===== src/sv/cascade_incremental_position_speed_pid_defines.svh =====
// ----------------------------------------------------------------------------
// Assertion macros for the cascaded position/speed PID block
// Shared property forms, clocked on clk and disabled during rst.
// ----------------------------------------------------------------------------
`ifndef CASCADE_INCREMENTAL_POSITION_SPEED_PID_DEFINES_SVH
`define CASCADE_INCREMENTAL_POSITION_SPEED_PID_DEFINES_SVH

// same-cycle implication
`define CIPSP_ASSERT_SAME(label, ante, cons, msg) \
  label: assert property (@(posedge clk) disable iff (rst) (ante) |-> (cons)) \
    else $error(msg);

// next-cycle implication
`define CIPSP_ASSERT_NEXT(label, ante, cons, msg) \
  label: assert property (@(posedge clk) disable iff (rst) (ante) |=> (cons)) \
    else $error(msg);

`endif


===== src/sv/cipsp_pkg.sv =====
// ----------------------------------------------------------------------------
// cipsp_pkg
// Types and fixed constants of the cascaded position/speed PID block.
// ----------------------------------------------------------------------------
`timescale 1ns / 1ps

package cipsp_pkg;

  localparam int CFG_W    = 16;
  localparam int LIMIT_W  = 15;
  localparam int IDX_W    = 4;
  localparam int GAIN_W   = 19;
  localparam int OUT_W    = 16;
  localparam int IERR_W   = 18;
  localparam int TGT_W    = 32;
  localparam int ANG_W    = 13;
  localparam int TURN_W   = 18;
  localparam int SPD_W    = 16;
  localparam int S_DATA_W = 80;
  localparam int M_DATA_W = 32;

  localparam logic [IDX_W-1:0] REG_OUTER_KP    = 4'd0;
  localparam logic [IDX_W-1:0] REG_OUTER_KI    = 4'd1;
  localparam logic [IDX_W-1:0] REG_OUTER_KD    = 4'd2;
  localparam logic [IDX_W-1:0] REG_OUTER_LIMIT = 4'd3;
  localparam logic [IDX_W-1:0] REG_INNER_KP    = 4'd4;
  localparam logic [IDX_W-1:0] REG_INNER_KI    = 4'd5;
  localparam logic [IDX_W-1:0] REG_INNER_KD    = 4'd6;
  localparam logic [IDX_W-1:0] REG_INNER_LIMIT = 4'd7;

  // multiply steps: bit 0 selects the high half of the operand,
  // bits 2:1 select the term
  typedef logic [2:0] step_t;
  localparam step_t STEP_FIRST = 3'd0;
  localparam step_t STEP_LAST  = 3'd5;

  localparam logic [1:0] TERM_NOW    = 2'd0;
  localparam logic [1:0] TERM_LAST   = 2'd1;
  localparam logic [1:0] TERM_BEFORE = 2'd2;

  typedef enum logic [2:0] {
    ST_IDLE,
    ST_ERR,
    ST_MUL,
    ST_DRAIN,
    ST_SAT,
    ST_DONE
  } state_t;

  typedef struct packed {
    logic  err_load;
    logic  issue;
    step_t step;
    logic  add;
    logic  sat;
    logic  inner;
    logic  out_load;
  } ctl_t;

endpackage


===== src/sv/cipsp_mac.sv =====
// ----------------------------------------------------------------------------
// cipsp_mac
// Shared multiply-accumulate unit: one half-width partial product per cycle.
// ----------------------------------------------------------------------------
`timescale 1ns / 1ps

module cipsp_mac #(
  parameter int OP_W  = 34,
  parameter int ACC_W = 57
) (
  input  logic                            clk,
  input  logic                            load,
  input  logic signed [ACC_W-1:0]         init,
  input  logic                            issue,
  input  logic                            hi,
  input  logic                            add,
  input  logic signed [OP_W-1:0]          operand,
  input  logic signed [cipsp_pkg::GAIN_W-1:0] gain,
  output logic signed [ACC_W-1:0]         acc
);
  import cipsp_pkg::*;

  localparam int LO_W   = (OP_W + 1) / 2;
  localparam int HI_W   = OP_W - LO_W;
  localparam int PROD_W = LO_W + 1 + GAIN_W;

  logic signed [LO_W:0]       part;
  logic signed [PROD_W-1:0]   product;
  logic signed [ACC_W-1:0]    prod_ext;
  logic signed [ACC_W-1:0]    prod;

  always_comb begin
    if (hi) begin
      part = {{(LO_W + 1 - HI_W){operand[OP_W-1]}}, operand[OP_W-1:LO_W]};
    end else begin
      part = {1'b0, operand[LO_W-1:0]};
    end
    product  = part * gain;
    prod_ext = {{(ACC_W - PROD_W){product[PROD_W-1]}}, product};
  end

  always_ff @(posedge clk) begin
    if (issue) begin
      prod <= hi ? (prod_ext <<< LO_W) : prod_ext;
    end
    if (load) begin
      acc <= init;
    end else if (add) begin
      acc <= acc + prod;
    end
  end

endmodule


===== src/sv/cipsp_ctrl.sv =====
// ----------------------------------------------------------------------------
// cipsp_ctrl
// Sequencer: error, six multiply steps, drain and saturate for each loop.
// ----------------------------------------------------------------------------
`timescale 1ns / 1ps

module cipsp_ctrl (
  input  logic            clk,
  input  logic            rst,
  input  logic            s_tvalid,
  input  logic            out_free,
  output logic            s_tready,
  output cipsp_pkg::ctl_t ctl
);
  import cipsp_pkg::*;

  state_t state, state_next;
  step_t  step, step_next;
  logic   inner, inner_next;

  always_ff @(posedge clk) begin
    if (rst) begin
      state <= ST_IDLE;
      step  <= STEP_FIRST;
      inner <= 1'b0;
    end else begin
      state <= state_next;
      step  <= step_next;
      inner <= inner_next;
    end
  end

  always_comb begin
    state_next = state;
    step_next  = step;
    inner_next = inner;
    s_tready   = 1'b0;
    ctl        = '0;
    ctl.step   = step;
    ctl.inner  = inner;
    case (state)
      ST_IDLE: begin
        s_tready = 1'b1;
        if (s_tvalid) begin
          inner_next = 1'b0;
          state_next = ST_ERR;
        end
      end
      ST_ERR: begin
        ctl.err_load = 1'b1;
        step_next    = STEP_FIRST;
        state_next   = ST_MUL;
      end
      ST_MUL: begin
        ctl.issue = 1'b1;
        ctl.add   = (step != STEP_FIRST);
        if (step == STEP_LAST) begin
          state_next = ST_DRAIN;
        end else begin
          step_next = step + 3'd1;
        end
      end
      ST_DRAIN: begin
        ctl.add    = 1'b1;
        state_next = ST_SAT;
      end
      ST_SAT: begin
        ctl.sat = 1'b1;
        if (inner) begin
          state_next = ST_DONE;
        end else begin
          inner_next = 1'b1;
          state_next = ST_ERR;
        end
      end
      ST_DONE: begin
        if (out_free) begin
          ctl.out_load = 1'b1;
          state_next   = ST_IDLE;
        end
      end
      default: begin
        state_next = ST_IDLE;
      end
    endcase
  end

endmodule


===== src/sv/cascade_incremental_position_speed_pid.sv =====
// ----------------------------------------------------------------------------
// cascade_incremental_position_speed_pid
// Cascaded incremental PID: position loop driving a speed loop.
// ----------------------------------------------------------------------------
// Usage:
//   Input stream s_*: one transaction per control tick carrying target
//   position, encoder angle, turn count and measured speed.
//   Output stream m_*: one transaction per tick with the saturated speed
//   setpoint and drive command.
//   Config port: cfg_we writes cfg_data into register cfg_index (0..7,
//   higher indexes are ignored). Write only while the block is idle.
//   The outer loop runs first, then the inner loop. Each loop steps through
//   the shared multiplier in order (error, six half-width partial products,
//   drain, saturate); the result is then posted to the output register and
//   only after that does the block accept the next tick.
//   The output register lets the next tick be taken while a result waits;
//   a tick that finishes while the receiver still stalls holds until the
//   output register frees up.
//   Reset clears gains, limits, error history, accumulators and m_tvalid.
// ----------------------------------------------------------------------------
`timescale 1ns / 1ps
`include "cascade_incremental_position_speed_pid_defines.svh"

module cascade_incremental_position_speed_pid #(
  parameter int COUNTS_PER_TURN = 8192,
  parameter int FRAC_BITS       = 8
) (
  input  logic                              clk,
  input  logic                              rst,
  input  logic                              s_tvalid,
  output logic                              s_tready,
  // target_position[31:0], encoder_angle[44:32], turn_count[62:45],
  // speed_feedback[78:63], zero pad [79]
  input  logic [cipsp_pkg::S_DATA_W-1:0]    s_tdata,
  output logic                              m_tvalid,
  input  logic                              m_tready,
  // speed_setpoint[15:0], drive_command[31:16]
  output logic [cipsp_pkg::M_DATA_W-1:0]    m_tdata,
  input  logic                              cfg_we,
  input  logic [cipsp_pkg::IDX_W-1:0]       cfg_index,
  input  logic [cipsp_pkg::CFG_W-1:0]       cfg_data
);
  import cipsp_pkg::*;

  localparam int CPT_BITS = $clog2(COUNTS_PER_TURN);
  localparam int POS_W    = ((TURN_W + CPT_BITS) > ANG_W ? (TURN_W + CPT_BITS) : ANG_W) + 2;
  localparam int ERR_W    = (POS_W > TGT_W ? POS_W : TGT_W) + 1;
  localparam int ACC_W    = ERR_W + GAIN_W + 4;
  localparam int AC_W     = OUT_W + FRAC_BITS;

  localparam logic signed [ERR_W-1:0] CPT_K     = ERR_W'(COUNTS_PER_TURN);
  localparam logic [AC_W-1:0]         FRAC_MASK = {{OUT_W{1'b0}}, {FRAC_BITS{1'b1}}};

  ctl_t ctl;
  logic out_free;

  // configuration
  logic [CFG_W-1:0]   outer_kp, outer_ki, outer_kd;
  logic [CFG_W-1:0]   inner_kp, inner_ki, inner_kd;
  logic [LIMIT_W-1:0] outer_limit, inner_limit;

  always_ff @(posedge clk) begin
    if (rst) begin
      outer_kp    <= '0;
      outer_ki    <= '0;
      outer_kd    <= '0;
      outer_limit <= '0;
      inner_kp    <= '0;
      inner_ki    <= '0;
      inner_kd    <= '0;
      inner_limit <= '0;
    end else if (cfg_we) begin
      case (cfg_index)
        REG_OUTER_KP:    outer_kp    <= cfg_data;
        REG_OUTER_KI:    outer_ki    <= cfg_data;
        REG_OUTER_KD:    outer_kd    <= cfg_data;
        REG_OUTER_LIMIT: outer_limit <= cfg_data[LIMIT_W-1:0];
        REG_INNER_KP:    inner_kp    <= cfg_data;
        REG_INNER_KI:    inner_ki    <= cfg_data;
        REG_INNER_KD:    inner_kd    <= cfg_data;
        REG_INNER_LIMIT: inner_limit <= cfg_data[LIMIT_W-1:0];
        default: ;
      endcase
    end
  end

  // input capture
  logic signed [TGT_W-1:0]  target_position;
  logic [ANG_W-1:0]         encoder_angle;
  logic signed [TURN_W-1:0] turn_count;
  logic signed [SPD_W-1:0]  speed_feedback;

  always_ff @(posedge clk) begin
    if (s_tvalid && s_tready) begin
      target_position <= s_tdata[31:0];
      encoder_angle   <= s_tdata[44:32];
      turn_count      <= s_tdata[62:45];
      speed_feedback  <= s_tdata[78:63];
    end
  end

  // loop state
  logic signed [ERR_W-1:0]  outer_err_last, outer_err_before;
  logic signed [IERR_W-1:0] inner_err_last, inner_err_before;
  logic signed [AC_W-1:0]   outer_accum, inner_accum;
  logic signed [ERR_W-1:0]  cur_err;

  // truncate toward zero
  logic [AC_W-1:0]         outer_adj, inner_adj;
  logic signed [OUT_W-1:0] speed_setpoint, drive_command;

  always_comb begin
    outer_adj      = outer_accum + (outer_accum[AC_W-1] ? FRAC_MASK : '0);
    inner_adj      = inner_accum + (inner_accum[AC_W-1] ? FRAC_MASK : '0);
    speed_setpoint = outer_adj[AC_W-1:FRAC_BITS];
    drive_command  = inner_adj[AC_W-1:FRAC_BITS];
  end

  // error formation
  logic signed [ERR_W-1:0]  position, outer_err, err_sel;
  logic signed [IERR_W-1:0] inner_err;

  always_comb begin
    position  = {{(ERR_W - ANG_W){1'b0}}, encoder_angle}
              + {{(ERR_W - TURN_W){turn_count[TURN_W-1]}}, turn_count} * CPT_K;
    outer_err = {{(ERR_W - TGT_W){target_position[TGT_W-1]}}, target_position} - position;
    inner_err = {{(IERR_W - OUT_W){speed_setpoint[OUT_W-1]}}, speed_setpoint}
              - {{(IERR_W - SPD_W){speed_feedback[SPD_W-1]}}, speed_feedback};
    err_sel   = ctl.inner ? {{(ERR_W - IERR_W){inner_err[IERR_W-1]}}, inner_err} : outer_err;
  end

  // operand and gain selection for the shared unit
  logic [CFG_W-1:0]         kp, ki, kd;
  logic signed [GAIN_W-1:0] g_now, g_last, g_before, gain;
  logic signed [ERR_W-1:0]  e_last, e_before, operand;
  logic signed [ACC_W-1:0]  init;

  always_comb begin
    kp       = ctl.inner ? inner_kp : outer_kp;
    ki       = ctl.inner ? inner_ki : outer_ki;
    kd       = ctl.inner ? inner_kd : outer_kd;
    g_now    = GAIN_W'(kp) + GAIN_W'(ki) + GAIN_W'(kd);
    g_last   = '0 - (GAIN_W'(kp) + (GAIN_W'(kd) << 1));
    g_before = GAIN_W'(kd);
    e_last   = ctl.inner ? {{(ERR_W - IERR_W){inner_err_last[IERR_W-1]}}, inner_err_last}
                         : outer_err_last;
    e_before = ctl.inner ? {{(ERR_W - IERR_W){inner_err_before[IERR_W-1]}}, inner_err_before}
                         : outer_err_before;
    case (ctl.step[2:1])
      TERM_NOW: begin
        operand = cur_err;
        gain    = g_now;
      end
      TERM_LAST: begin
        operand = e_last;
        gain    = g_last;
      end
      TERM_BEFORE: begin
        operand = e_before;
        gain    = g_before;
      end
      default: begin
        operand = cur_err;
        gain    = g_now;
      end
    endcase
    init = ctl.inner ? {{(ACC_W - AC_W){inner_accum[AC_W-1]}}, inner_accum}
                     : {{(ACC_W - AC_W){outer_accum[AC_W-1]}}, outer_accum};
  end

  logic signed [ACC_W-1:0] acc;

  cipsp_mac #(
    .OP_W  (ERR_W),
    .ACC_W (ACC_W)
  ) u_mac (
    .clk     (clk),
    .load    (ctl.err_load),
    .init    (init),
    .issue   (ctl.issue),
    .hi      (ctl.step[0]),
    .add     (ctl.add),
    .operand (operand),
    .gain    (gain),
    .acc     (acc)
  );

  cipsp_ctrl u_ctrl (
    .clk      (clk),
    .rst      (rst),
    .s_tvalid (s_tvalid),
    .out_free (out_free),
    .s_tready (s_tready),
    .ctl      (ctl)
  );

  // saturation
  logic [LIMIT_W-1:0]      limit;
  logic signed [ACC_W-1:0] lim_pos, lim_neg, sat_val;

  always_comb begin
    limit   = ctl.inner ? inner_limit : outer_limit;
    lim_pos = {{(ACC_W - LIMIT_W - FRAC_BITS){1'b0}}, limit, {FRAC_BITS{1'b0}}};
    lim_neg = '0 - lim_pos;
    if (acc > lim_pos) begin
      sat_val = lim_pos;
    end else if (acc < lim_neg) begin
      sat_val = lim_neg;
    end else begin
      sat_val = acc;
    end
  end

  always_ff @(posedge clk) begin
    if (ctl.err_load) begin
      cur_err <= err_sel;
    end
  end

  always_ff @(posedge clk) begin
    if (rst) begin
      outer_err_last   <= '0;
      outer_err_before <= '0;
      inner_err_last   <= '0;
      inner_err_before <= '0;
      outer_accum      <= '0;
      inner_accum      <= '0;
    end else if (ctl.sat) begin
      if (ctl.inner) begin
        inner_accum      <= sat_val[AC_W-1:0];
        inner_err_before <= inner_err_last;
        inner_err_last   <= cur_err[IERR_W-1:0];
      end else begin
        outer_accum      <= sat_val[AC_W-1:0];
        outer_err_before <= outer_err_last;
        outer_err_last   <= cur_err;
      end
    end
  end

  // output register
  assign out_free = !m_tvalid || m_tready;

  always_ff @(posedge clk) begin
    if (rst) begin
      m_tvalid <= 1'b0;
    end else if (ctl.out_load) begin
      m_tvalid <= 1'b1;
    end else if (m_tready) begin
      m_tvalid <= 1'b0;
    end
  end

  always_ff @(posedge clk) begin
    if (ctl.out_load) begin
      m_tdata <= {drive_command, speed_setpoint};
    end
  end

  `CIPSP_ASSERT_NEXT(a_busy_after_accept, s_tvalid && s_tready, !s_tready, "tick accepted but block still ready")
  `CIPSP_ASSERT_SAME(a_no_overwrite, ctl.out_load, !m_tvalid || m_tready, "pending result overwritten")
  `CIPSP_ASSERT_SAME(a_out_range, m_tvalid, (m_tdata[15:0] != 16'h8000) && (m_tdata[31:16] != 16'h8000), "output outside symmetric range")

endmodule

===== config.mk =====
export PLATFORM = sky130hd
export DESIGN_NAME = cascade_incremental_position_speed_pid
export DESIGN_NICKNAME = d
export VERILOG_FILES = /design/src/sv/cipsp_pkg.sv /design/src/sv/cipsp_mac.sv /design/src/sv/cipsp_ctrl.sv /design/src/sv/cascade_incremental_position_speed_pid.sv
export VERILOG_INCLUDE_DIRS = /design/src /design/src/sv
export SDC_FILE = /design/constraint.sdc
export NUM_CORES = 2
export LEC_CHECK = 0
export BUFFER_PORTS_ARGS = -buffer_cell sky130_fd_sc_hd__buf_2
export CORE_AREA = 2 2 211 369
export DETAILED_ROUTE_END_ITERATION = 12
export DIE_AREA = 0 0 213 371
export GPL_TIMING_DRIVEN = 0
export MAX_ROUTING_LAYER = met4
export PLACE_DENSITY = 0.76
export SLEW_MARGIN = 10
export SYNTH_ARGS = -nofsm -noshare
export SYNTH_HDL_FRONTEND = slang
export SYNTH_SLANG_ARGS = --single-unit

===== constraint.sdc =====
create_clock -name clk -period 24.8 [get_ports clk]
set_clock_uncertainty 0.2 [all_clocks]
set_input_delay 3.72 -clock clk [delete_from_list [all_inputs] [get_ports clk]]
set_output_delay 3.72 -clock clk [all_outputs]
set_load 0.02 [all_outputs]

==> flow_summary.ini <==
[global_route]
grt_first_pass_wirelength_um = 212000
grt_start_max_net_pins = 60
vias_in_the_first_global_route = 37500
track_usage_pct = 36.6
globalRoute.totalOverflow = 0
initial_antenna_violation_count = 3

[detailed_routing]
drcViolationCount = 0
total_via_count_in_the_routed_design = 37100
wl_per_cell_um = 22.1
detail-route-antenna-nets = 0
drt_iter0_markers = 3278
avgViaCountPerCell = 5.94
wirelength_um = 138000
firstDrtPassIters = 5

[finish]
proportion_of_layout_cells_with_a_drive_suffix_above_1_pct = 6.62
filler_cells = 6460
layout.area.seq_um2 = 13300
flow.area_growth_from_synthesis_pct = 8.28
area_of_combinational_cells_with_multiple_inputs_um2 = 28600
finish.net_count = 6013

[clocking]
cts_htree_levels = 2
cts_tree = done
clkSinkCount = 539
clock_tree.root_cell = clkbuf_16
cts.reportedPaths.clkPinSlew_ns = 0.07
post_cts_resize_count = 0
clk_latency_ns = 0.65
ctsHoldBuffers = 0
cts_post_setup_buffers_inserted = 0
ctsLongestPathBuffers = 3
cts_made_buffers = 50

[logic_synthesis]
postSynthAreaPerCell_um2 = 9.08
post_syn_area_um2 = 45400
syn_nets = 5830
syn_inst = 5000
synth-async-reset-ratio_pct = 0
number_of_flip_flops_and_latches_in_the_synthesized_netlist = 539
synth_cell_type_count = 91
yosys_most_used_dff = dfxtp_1
total_number_of_yosys_warnings = 0
proportion_of_synthesized_chip_area_in_sequential_cells_pct = 29.4
synth-edff-count = 255

[timing]
period_minus_slack_ns = 15.17
slew_at_the_pin_with_the_worst_max_slew_slack_ns = 1.29
timing_max_transition_violations_final = 0
tcrit_tclk_final_pct = 61.1
slew_headroom_pct = 14.2
fin_tns_setup_ns = 0
grt_setup_unrepaired = no
setup_viol = 0
worst_hold_slack_ns = 0.248
final-hold-violation-count = 0
max_freq_mhz = 65.9
timing.final.ws_setup_ns = 9.63

[min_path]
timing.hold.worst_path_depth = 2
min_path_type = reg2reg

[worst_setup_path]
critical_path.most_common_cell = buf_2
timing.critical_path.depth = 42
worstRegToRegCells = 42
timing.critical_path.max_delay_family = compound AO/OA/AOI/OAI gates
critPathArrivalTime_ns = 15.40
max_stage_delay_ns = 0.83
kind_of_end_point_of_the_critical_path = flip-flop
critPathSlowestCell = a21oi_1
timing.setup.critical_path_class = reg2reg
worst-path-max-fanout = 10
cp.buffers_inverters = 13
critical_path_required_ns = 25.03
crit_path_start_kind = flip-flop

[outcome]
status = complete, no violations

[placed_design]
portBuffers = 119
preCtsSetupSlack_ns = 10.04
gp_routability_congestion = 1.03
post-dp-hpwl_um = 111000

[die]
die_area_um2 = 79000
io-pin-count = 139
initial_utilization_pct = 59.8
placeableCoreArea_um2 = 76000
floorplan.die.width_um = 213
rows = 134
die_height_um = 371

[job]
max_cap_violations = 0

[pwr]
vdd_drop_max_uv = 113
p_per_cell_area_nw_per_um2 = 104
power_leakage_nw = 21.7
==> registers in the layout, summed over array words and instances, names as in the netlist, 24 cells and up <==
signal            flops
u_mac.acc            57
u_mac.prod           54
outer_err_last       33
cur_err              33
m_tdata              32
inner_accum          24
outer_err_before     33
target_position      32
outer_accum          24
==> worst min-delay path, stage by stage, from the launching register on <==
cell and delay, ns:
dfxtp_1 0.32, nand2_1 0.06, a21oi_1 0.05
==> where the power goes <==
part	internal (W)	switching [W]	total, W
clock network	0.000449	0.000366	0.000815
registers	0.00123	0.000194	0.00143
logic	0.00106	0.00182	0.00288
==> area by class of cell <==
cell class	instances	area share [%]
Inverter	650	4.96
Multi-Input combinational cell	3557	58.2
Buffer	254	2.07
Sequential cell	539	27.1
Antenna cell	1	0.00509
Clock inverter	27	0.748
Tap cell	1020	2.60
Timing Repair Buffer	131	1.52
Clock buffer	67	2.72
==> through the flow <==
step	util [%]	power [W]	cells	area, um2
after floorplan	-	0.00336	5000	45400
after global placement	62.3	0.00420	6139	47300
after detailed placement	62.5	0.00426	6150	47500
after CTS	64.7	0.00508	6244	49200
after global routing	64.7	0.00546	6246	49200
final	64.7	0.00512	6246	49200
==> routing by layer <==
metal  vias up  wire (um)  GRT usage (%)
li1      17100          -              -
met1     17900      47700           38.9
met2      1551      67800           61.4
met3       551       8720           4.55
met4         0      13600           28.8
met5         -          0              -
==> path summary, 6_finish.rpt <==
check,startpoint,end,slack [ns]
max,u_ctrl.inner,u_mac.prod[52],9.63
min,inner_err_last[6],inner_err_before[6],0.25
max reg2reg,u_ctrl.inner,u_mac.prod[52],9.63
min reg2reg,inner_err_last[6],inner_err_before[6],0.25
==> cell usage after synthesis (10+ instances only) <==
master    instances  share of area [%]
nand2_1         682                5.6
inv_1           649                5.4
a21oi_1         382                4.2
fa_1            367                 16
ha_1            358                9.9
nor2_1          296                2.4
dfxtp_1         284                 13
edfxtp_1        255                 17
clkbuf_1        206                1.7
mux2i_1         183                4.0
o21ai_0         179                2.0
a21o_1          115                1.9
xnor2_1         106                2.0
and2_1           89                1.2
xor2_1           77                1.5
nand3_1          59               0.65
nor2b_1          58               0.80
mux2_2           45                1.1
a211oi_1         44               0.73
nand4_1          39               0.54
buf_2            35               0.39
nor3_1           35               0.39
nand2b_1         32               0.44
and3_1           30               0.41
or3_1            30               0.41
o22ai_1          25               0.34
a31oi_1          24               0.33
o21a_1           24               0.40
o21bai_1         20               0.33
o211ai_1         18               0.30
o31ai_1          16               0.26
nand3b_1         13               0.21
nor4_1           12               0.17
a22o_1           11               0.21
buf_1            10              0.083
o21ai_1          10               0.11
or2_2            10               0.14
==> placed cells by master, fill, tap and decap left out, types with 10 or more instances in the layout <==
cell type  count
inv_1        649
nor4_1        12
or2_2         10
nand2b_1      32
nand3b_1      13
and3_1        30
o211ai_1      18
buf_1         10
clkbuf_1     219
ha_1         358
o21bai_1      20
xor2_1        77
mux2i_1      183
fa_1         367
a22o_1        11
a211oi_1      44
buf_2        154
nor2_1       294
nor3_1        34
nor2b_1       58
clkbuf_16     50
nand4_1       39
o22ai_1       25
a21oi_1      382
o21ai_0      179
a21o_1       115
o21a_1        24
and2_1        88
or3_1         30
mux2_2        45
o21ai_1       10
o31ai_1       16
xnor2_1      106
nand2_1      682
dfxtp_1      284
nand3_1       59
edfxtp_1     255
a31oi_1       24
==> cells by family (layout without fill, tap and decap cells) <==
| kind of cell | after synthesis | after routing | synth area share [%] |
|---|---|---|---|
| flip-flops | 539 | 539 | 29.4 |
| adder cells (fa/ha/maj) | 725 | 725 | 26.0 |
| buffers and inverters | 904 | 1129 | 7.61 |
| multiplexers | 239 | 239 | 5.65 |
| XOR/XNOR | 183 | 183 | 3.53 |
| AO/OA/AOI/OAI | 991 | 991 | 13.7 |
| other | 0 | 1 | 0 |
| AND/OR/NAND/NOR | 1419 | 1419 | 14.1 |
No activity file was read; power rests on OpenSTA's default activity.
